$ cat config.mk
export PLATFORM = sky130hd
export DESIGN_NAME = jrpg_front
export DESIGN_NICKNAME = d
export VERILOG_FILES = /design/src/hdl/joint_reference_profile_generator_top_macros.svh /design/src/hdl/jrpg_pkg.sv /design/src/hdl/jrpg_front.sv
export SDC_FILE = /design/constraint.sdc
export NUM_CORES = 1
export LEC_CHECK = 0
export BUFFER_PORTS_ARGS = -buffer_cell sky130_fd_sc_hd__buf_2
export CORE_UTILIZATION = 61
export DETAILED_ROUTE_END_ITERATION = 8
export HOLD_SLACK_MARGIN = 0.1
export PLACE_DENSITY = 0.82
export SETUP_SLACK_MARGIN = 0.05
export SLEW_MARGIN = 40
export SYNTH_ARGS = -nofsm -noshare
export SYNTH_HDL_FRONTEND = slang
export SYNTH_SLANG_ARGS = --single-unit
$ cat constraint.sdc
create_clock -name clk -period 14.5 [get_ports clk]
set_clock_uncertainty 0.1 [all_clocks]
set_input_delay 2.175 -clock clk [delete_from_list [all_inputs] [get_ports clk]]
set_output_delay 2.175 -clock clk [all_outputs]
set_load 0.01 [all_outputs]
$ cat src/hdl/joint_reference_profile_generator_top_macros.svh
// Assertion macros shared by the profile generator RTL
`ifndef JOINT_REFERENCE_PROFILE_GENERATOR_TOP_MACROS_SVH
`define JOINT_REFERENCE_PROFILE_GENERATOR_TOP_MACROS_SVH

// same-cycle implication, checked outside reset
`define JRPG_ASSERT_NOW(lbl, ante, cons, msg) \
    lbl: assert property (@(posedge clk) disable iff (!rst_n) (ante) |-> (cons)) \
        else $error(msg);

// next-cycle implication, checked outside reset
`define JRPG_ASSERT_NEXT(lbl, ante, cons, msg) \
    lbl: assert property (@(posedge clk) disable iff (!rst_n) (ante) |=> (cons)) \
        else $error(msg);

`endif

$ cat src/hdl/jrpg_pkg.sv
// Types, codes and helpers for the joint reference profile generator
package jrpg_pkg;

    localparam int unsigned QDEPTH = 4;
    localparam int unsigned QAW    = 2;

    localparam logic [2:0] MODE_OFF   = 3'd0;
    localparam logic [2:0] MODE_POS   = 3'd1;
    localparam logic [2:0] MODE_VEL   = 3'd2;
    localparam logic [2:0] MODE_HOME  = 3'd3;
    localparam logic [2:0] MODE_RESET = 3'd4;

    localparam logic [2:0] OUT_ADVANCED  = 3'd0;
    localparam logic [2:0] OUT_HOMED     = 3'd1;
    localparam logic [2:0] OUT_SKIPPED   = 3'd2;
    localparam logic [2:0] OUT_FROZEN    = 3'd3;
    localparam logic [2:0] OUT_RESETDONE = 3'd4;
    localparam logic [2:0] OUT_NONE      = 3'd5;

    localparam logic CFG_DT_MAX     = 1'b0;
    localparam logic CFG_ERR_FACTOR = 1'b1;

    localparam logic [24:0] DT_MAX_RESET     = 25'd1677722;
    localparam logic [7:0]  ERR_FACTOR_RESET = 8'd10;

    typedef struct packed {
        logic [5:0]         joint;
        logic [2:0]         mode;
        logic signed [31:0] target_pos;
        logic signed [31:0] target_vel;
        logic signed [31:0] accel_limit;
        logic signed [31:0] max_speed;
        logic signed [31:0] pos_min;
        logic signed [31:0] pos_max;
        logic signed [31:0] measured_pos;
        logic signed [31:0] dt;
        logic               ref_wait;
    } req_t;

    typedef struct packed {
        logic [5:0]         joint_out;
        logic signed [31:0] ref_pos;
        logic signed [31:0] velocity;
        logic               faulted;
        logic [2:0]         outcome;
    } res_t;

    // request plus front-end classification
    typedef struct packed {
        req_t req;
        logic skip;
        logic oor;
    } qitem_t;

    // per-joint stored state
    typedef struct packed {
        logic signed [31:0] ref_pos;
        logic signed [31:0] vel;
        logic               fault;
        logic               rdone;
    } entry_t;

    typedef enum logic [3:0] {
        ST_IDLE,
        ST_LOAD,
        ST_PREP,
        ST_DECIDE,
        ST_SQRT,
        ST_SLEW,
        ST_STEP,
        ST_ROUND,
        ST_DONE
    } bk_state_t;

    function automatic logic [31:0] mag32(input logic signed [31:0] x);
        mag32 = x[31] ? 32'(-x) : 32'(x);
    endfunction

endpackage

$ cat src/hdl/jrpg_front.sv
// Request queue and classification (skip, joint out of range)
module jrpg_front
    import jrpg_pkg::*;
#(
    parameter int JOINTS = 64
)
(
    input  logic        clk,
    input  logic        rst_n,
    input  logic        req_valid,
    output logic        req_stall,
    input  req_t        req_data,
    input  logic [24:0] dt_max,
    output logic        q_valid,
    output qitem_t      q_item,
    input  logic        q_pop
);

    qitem_t           fifo_reg [QDEPTH];
    logic [QAW-1:0]   wr_ptr_reg;
    logic [QAW-1:0]   rd_ptr_reg;
    logic [QAW:0]     cnt_reg;
    logic             push;
    logic             pop;
    qitem_t           new_item;

    assign req_stall = (cnt_reg == (QAW+1)'(QDEPTH));
    assign push      = req_valid && !req_stall;
    assign q_valid   = (cnt_reg != '0);
    assign pop       = q_pop && q_valid;
    assign q_item    = fifo_reg[rd_ptr_reg];

    always_comb
    begin
        new_item.req  = req_data;
        // processed only for 0 < dt < dt_max and no hold
        new_item.skip = !((req_data.dt > 32'sd0) &&
                          ($unsigned(req_data.dt) < {7'b0, dt_max})) || req_data.ref_wait;
        new_item.oor  = ({3'b000, req_data.joint} >= 9'(JOINTS));
    end

    always_ff @(posedge clk)
    begin
        if (push)
        begin
            fifo_reg[wr_ptr_reg] <= new_item;
        end
    end

    always_ff @(posedge clk or negedge rst_n)
    begin
        if (!rst_n)
        begin
            wr_ptr_reg <= '0;
            rd_ptr_reg <= '0;
            cnt_reg    <= '0;
        end
        else
        begin
            if (push)
            begin
                wr_ptr_reg <= wr_ptr_reg + 1'b1;
            end
            if (pop)
            begin
                rd_ptr_reg <= rd_ptr_reg + 1'b1;
            end
            cnt_reg <= cnt_reg + (QAW+1)'(push) - (QAW+1)'(pop);
        end
    end

endmodule

After elaboration in Yosys (flattened, before gate mapping)
Memory sizes are Yosys's and may differ from the RTL's.
Cells that the tools add are included.
- flip-flop bits (word level): 7
- RAM bits: 1068
- output and inout bits: 270
- word-level logic and storage cells: 20
- memories: 1
- memory list (memory ; depth ; width ; read ports ; clocked after memory_dff ; write ports ; line ; text):
    fifo_reg ; 4 ; 267 ; 1 ; 0 ; 1 ; jrpg_front.sv:19 ; qitem_t fifo_reg [QDEPTH];
- add/sub/neg operators: 4
- magnitude comparators: 2
- equal/unequal tests: 1
- muxes and demuxes: 2
- reductions and logical operators: 7
- operators by type and width (operator ; number):
    $gt 32x1->1 const B ; 1
    $lt 32x25->1 ; 1
    $add 2x1->2 const B ; 2
    $add 3x1->3 ; 1
    $eq 3x3->1 const B ; 1
    $logic_and 1x1->1 ; 3
    $reduce_bool 3->1 ; 1
    $sub 3x1->3 ; 1
    $logic_not 1->1 ; 2
    $mux 1 ; 2
    $logic_or 1x1->1 ; 1

Depth between registers and ports, before layout
Gate-level depths: netlist of the first run.
- depth after elaboration: 5
- mapped depth: 11
- mapped depth without buffers: 10

Least setup slack after synthesis of the first run
No wires, ideal clock.
- path kind: input-to-reg
- start point: in req_valid
- end point: mem fifo_reg[0][0] in the netlist's numbering (enable)
- setup time: 662 ps
- arrival: 8615 ps
- data required time: 13738 ps
- setup slack: 5123 ps
- stages: 3
- cell sequence: nor2b_1 > clkbuf_1 > and2_1
- cells in the longest elaborated chain, start to end: 3
- RTL lines (what ; line ; text):
    from (decl) ; jrpg_front.sv:10 ; input logic req_valid,
    $logic_and 1x1->1 ; jrpg_front.sv:28 ; assign push = req_valid && !req_stall;
    $mux 1 ; jrpg_front.sv:44 ; if (push)
    $mux 1 (implied by the code) ; jrpg_front.sv:46 ; fifo_reg[wr_ptr_reg] <= new_item;
    to (decl) ; jrpg_front.sv:19 ;
No other way between the ends.

==> results of run 1 <==
==> report_power, final <==
part,switching [uW],total [uW],internal [uW]
logic,1620,2840,1220
registers,230,4330,4100
clock network,1150,2730,1580
total,3000,9900,6890
==> placed cells by master, fill, tap and decap left out, types with 6 or more instances in the layout <==
master / instances
mux4_2: 267
diode_2: 35
ha_1: 30
clkinv_1: 24
buf_4: 6
inv_1: 30
buf_6: 13
bufinv_16: 14
edfxtp_1: 1068
clkinv_2: 24
buf_2: 563
clkbuf_16: 104
nor4_1: 7
clkinvlp_4: 6
clkbuf_1: 9
a21oi_1: 6
==> worst reg2reg max path, cell delays in order (launching register included) <==
cell and delay (ns):
dfrtp_1 0.40, nor3b_1 0.18, nor2b_1 0.47, and2_4 0.63
buf_6 0.65, buf_4 0.81
==> logic make-up after synthesis <==
group	share of synthesized area, %
buf+inv	0.983
other cells	0.00950
compound gates	0.358
fa+ha+maj	1.00
xor+xnor	0.111
simple gates	0.596
mux	15.2
flops	81.7
==> through the flow <==
stage                     area (um2)  setup WS (ns)  power [uW]  utilization, %
final                          47000           8.58        9900            73.9
after global routing           47000           8.29       10200            73.9
after CTS                      46900           8.25        9950            73.8
after detailed placement       43400           9.00        7140            68.3
after global placement         43300           8.77        7010            68.1
after floorplan                39500           5.12        6170               -
==> routing by layer <==
metal | up-vias | global-route usage [%] | share of wire (%)
met1 | 9982 | 34.4 | 32
met3 | 259 | 8.94 | 11
met2 | 1284 | 49.6 | 53
met4 | 26 | 13.7 | 4.6
met5 | - | 0 | 0.20
li1 | 7906 | - | -
==> cell type report <==
class	count	area, um2
Fill cell	3334	16600
Clock buffer	114	2650
Clock inverter	78	818
Timing Repair Buffer	589	3160
Multi-Input combinational cell	363	6840
Antenna cell	35	87.6
Sequential cell	1075	32300
Inverter	30	113
Tap cell	846	1060
==> worst paths after layout <==
path,cells past startpoint,startpoint,to,slack [ns]
max,4,rd_ptr_reg[0]$_DFFE_PN0P_,q_item[195],8.58
min,1,cnt_reg[0]$_DFF_PN0_,cnt_reg[0]$_DFF_PN0_,0.46
max reg2reg,5,cnt_reg[2]$_DFF_PN0_,fifo_reg[3][180]$_DFFE_PP_,10.80
min reg2reg,1,cnt_reg[0]$_DFF_PN0_,cnt_reg[0]$_DFF_PN0_,0.46
max in group asynchronous,1,rst_n,rd_ptr_reg[1]$_DFFE_PN0P_,12.88
min in group asynchronous,1,rst_n,cnt_reg[2]$_DFF_PN0_,1.24
==> impl_metrics.ini, run 1 <==
[setup_path]
path_common_cell = buf_6
path_delay_family = buffers and inverters
crit_slowest_cell = dfrtp_4
max_stage_delay_ns = 0.87
worstPathCellList = buf_6 > buf_6 > mux4_2 > buf_2
crit_required_ns = 12.23
start_kind = flop
crit_arrival_ns = 3.65
path_buf_inv = 3
crit_path_max_fanout = 52
crit_path_end_kind = primary output
critPathKind = flop to primary output

[clock_tree]
cts_sinks = 1075
cts_buffer_depth = 3
clock_latency_ns = 0.66
cts_root_buf = clkbuf_16
htree_levels = 3
ctsHoldBuffers = 0
cts_repair_resize_count = 0
clk_pin_slew_ns = 0.06
numCtsBuffers = 102
tritoncts = yes
cts_setup_buffers = 0

[yosys]
syn_inst = 1530
seq_area_frac_synth_pct = 81.7
synth-edff-count = 1068
synth.top_cell.area_share_pct = 81.3
yosys.area.top_type = edfxtp_1
synth_commonest_cells = 1068 x edfxtp_1, 267 x mux4_2, 30 x ha_1, 30 x inv_1, 28 x buf_2
synth.most_common_cell = edfxtp_1
synth.ff_latch_count = 1075
ys_async_sr_fraction_pct = 0.651
syn_area_um2 = 39500
ys_types = 36
synth_warnings = 0
synthesis.nets = 1856
ys.flop_type = edfxtp_1
postSynthAreaPerCell_um2 = 25.8
yosys-top-cells-area = edfxtp_1 81%, mux4_2 15%, ha_1 0.95%, dfrtp_1 0.44%, buf_2 0.36%

[min_path]
min_path_type = flop to flop

[detailed_routing]
vias = 19500
first_iter_violations = 2227
drtAntennaViolNets = 0
drcViolationCount = 0
viasPerCell = 6.22
wl_per_cell_um = 30.6
drtPass1Iterations = 5
routed_wl_mm = 95.7

[timing]
setup_viol = 0
finalCritPeriodShare_pct = 40.8
slew_violations = 0
slew_headroom_pct = 45.4
min_period_ns = 5.92
hold_viol = 0
holdWs_ns = 0.457
rsz0062_at_grt = false
tightest_slew_ns = 0.819
tns_ns = 0
max_clock_freq_mhz = 169

[die]
die_x_um = 256
rows = 92
ios = 565
coreArea_um2 = 63500
initial_utilization_pct = 62.1
die_h_um = 256
dieArea_um2 = 65700

[final_layout]
layout-drive-gt1-share_pct = 45.5
final_nets = 2487
instances_no_fill = 3130
syn_to_final_growth_pct = 19.1
largest_register_ffs = 1068

[global_routing]
grt_pass1_vias = 20400
overflow = 0
grt_pass1_wl_mm = 137
antenna_found_initial = 44
grt_max_degree = 90
grt_usage_pct = 29.3

[power]
power_density_nw_per_um2 = 211
ir_drop_mv = 0.153
power_leakage_uw = 0.0162

[run_status]
status = complete, no violations

[job]
drv_cap = 0

[place]
place_congestion = 0.910
dpl.hpwl_mm = 55.5
placed_cells = 2902
io_buffer_count = 563
Note: power is estimated with default switching activity, not from simulation.
==> run 2, diff against run 1 <==
--- a/config.mk
+++ b/config.mk
@@ -6,10 +6,10 @@
 export NUM_CORES = 1
 export LEC_CHECK = 0
 export BUFFER_PORTS_ARGS = -buffer_cell sky130_fd_sc_hd__buf_2
-export CORE_UTILIZATION = 61
+export CORE_UTILIZATION = 51
 export DETAILED_ROUTE_END_ITERATION = 8
 export HOLD_SLACK_MARGIN = 0.1
-export PLACE_DENSITY = 0.82
+export PLACE_DENSITY = 0.73
 export SETUP_SLACK_MARGIN = 0.05
 export SLEW_MARGIN = 40
 export SYNTH_ARGS = -nofsm -noshare
==> constraint.sdc (replaced) <==
create_clock -name clk -period 4.78 [get_ports clk]
set_clock_uncertainty 0.1 [all_clocks]
set_input_delay 0.717 -clock clk [delete_from_list [all_inputs] [get_ports clk]]
set_output_delay 0.717 -clock clk [all_outputs]
set_load 0.01 [all_outputs]
==> run 2 against run 1 <==
  * Clock power rose to 3.1 times the previous value
  * Critical path depth did not move
  * Sequential share of layout area fell by 1.3 points
  * Setup slack got worse by 7.3 ns
  * Combinational power rose to 3.1 times the previous value
  * Global-route usage fell by 8.3 points
  * Final cell count rose by 6.7%
  * Clock-buffer cell count rose by 9
  * First-iteration DRC count fell by 37%
  * Sequential power rose to 3.0 times the previous value
  * Largest cell class unchanged
  * Largest power group unchanged
==> impl_metrics.ini, run 2 (synthesis gave the netlist of run 1 again) <==
[setup_path]
crit_path_max_fanout = 22
worstPathCellList = buf_12 > buf_4 > mux4_2 > buf_2
crit_path_end_kind = primary output
crit_required_ns = 3.96
critPathKind = flop to primary output
start_kind = flop
path_buf_inv = 3
path_delay_family = buffers and inverters
r2r-start = cnt_reg[2]$_DFF_PN0_
crit_slowest_cell = mux4_2
crit_arrival_ns = 2.66
worstSetupStartpoint = rd_ptr_reg[0]$_DFFE_PN0P_
max_stage_delay_ns = 0.59

[timing]
finalCritPeriodShare_pct = 72.8
setup_slack_ns = 1.30
slew_headroom_pct = 53.6
max_clock_freq_mhz = 287
slew_violations = 0
tns_ns = 0
hold_viol = 0
holdWs_ns = 0.160
setup_viol = 0
min_period_ns = 3.48
rsz0062_at_grt = false
tightest_slew_ns = 0.695

[detailed_routing]
routed_wl_mm = 83.1
wl_per_cell_um = 24.9
viasPerCell = 5.61
drcViolationCount = 0
drtPass1Iterations = 5
first_iter_violations = 1403
vias = 18700
drtAntennaViolNets = 0

[die]
die_x_um = 280
die_h_um = 280
rows = 101
coreArea_um2 = 76200
initial_utilization_pct = 51.8
ios = 565
dieArea_um2 = 78500

[global_routing]
grt_pass1_vias = 19500
overflow = 0
grt_usage_pct = 21.0
grt_pass1_wl_mm = 122
antenna_found_initial = 28
grt_max_degree = 75

[place]
io_buffer_count = 563
dpl.hpwl_mm = 53.6
place_congestion = 0.889
pre_cts_ws_ns = 1.75

[power]
finalPower_uw = 30200
power_density_nw_per_um2 = 631
ir_drop_mv = 0.354
power_leakage_uw = 0.0165

[clock_tree]
htree_levels = 3
cts_sinks = 1075
clk_pin_slew_ns = 0.06
clock_latency_ns = 0.64
ctsHoldBuffers = 1
cts_root_buf = clkbuf_16
cts_repair_resize_count = 0
tritoncts = yes
numCtsBuffers = 104
cts_buffer_depth = 3
cts_setup_buffers = 0

[final_layout]
multi_input_area_um2 = 6840
layout-drive-gt1-share_pct = 46.5
largest_register_ffs = 1068
final_cell_mix = 1068 x edfxtp_1, 563 x buf_2, 267 x mux4_2
layout_commonest_cell = edfxtp_1
fillers = 5009
regArea_um2 = 32300
final_nets = 2524
syn_to_final_growth_pct = 21.3

[run_status]
status = complete, no violations

[min_path]
hp-start = req_data[103]
min_path_type = input port to flop

[job]
drv_cap = 0
==> run 2: area by class of cell <==
cell class | count | area share (%)
well taps | 1030 | 2.69
flip-flops and latches | 1075 | 67.3
inverters | 30 | 0.235
clock inverters | 74 | 1.93
repair buffers | 624 | 7.71
multi-input cells | 363 | 14.3
diodes | 20 | 0.105
clock buffers | 123 | 5.69
==> run 2: power by group <==
group / leakage, uW / internal (uW) / switching, uW
clock: 0.00173 / 5000 / 3520
sequential: 0.00986 / 12400 / 456
combinational: 0.00487 / 3960 / 4900
total: 0.0165 / 21300 / 8880
==> run 2: stage by stage <==
step                util, %  area, um2  std cells
global placement       57.8      44100       3116
global route           62.8      47900       3330
floorplan                 -      39500       1530
CTS                    62.8      47800       3319
detailed placement     58.0      44200       3121
finish                 62.8      47900       3339
==> run 2: path summary, 6_finish.rpt <==
check | to | slack [ns] | cells past startpoint
worst max-delay path | q_item[246] | 1.30 | 4
worst min-delay path | fifo_reg[1][104]$_DFFE_PP_ | 0.16 | 1
worst max register to register | fifo_reg[3][240]$_DFFE_PP_ | 2.01 | 4
worst min register to register | cnt_reg[0]$_DFF_PN0_ | 0.46 | 1
max in group asynchronous | rd_ptr_reg[1]$_DFFE_PN0P_ | 4.03 | 2
min in group asynchronous | wr_ptr_reg[1]$_DFFE_PN0P_ | 0.37 | 2
==> run 2: layer usage <==
metal  GRT usage (%)  up-vias  share of wire (%)
li1                -     7986                  -
met1            27.3     9810                 37
met2            34.4      734                 51
met3            5.19      185                8.1
met4            8.27       20                3.3
met5               0        -               0.16
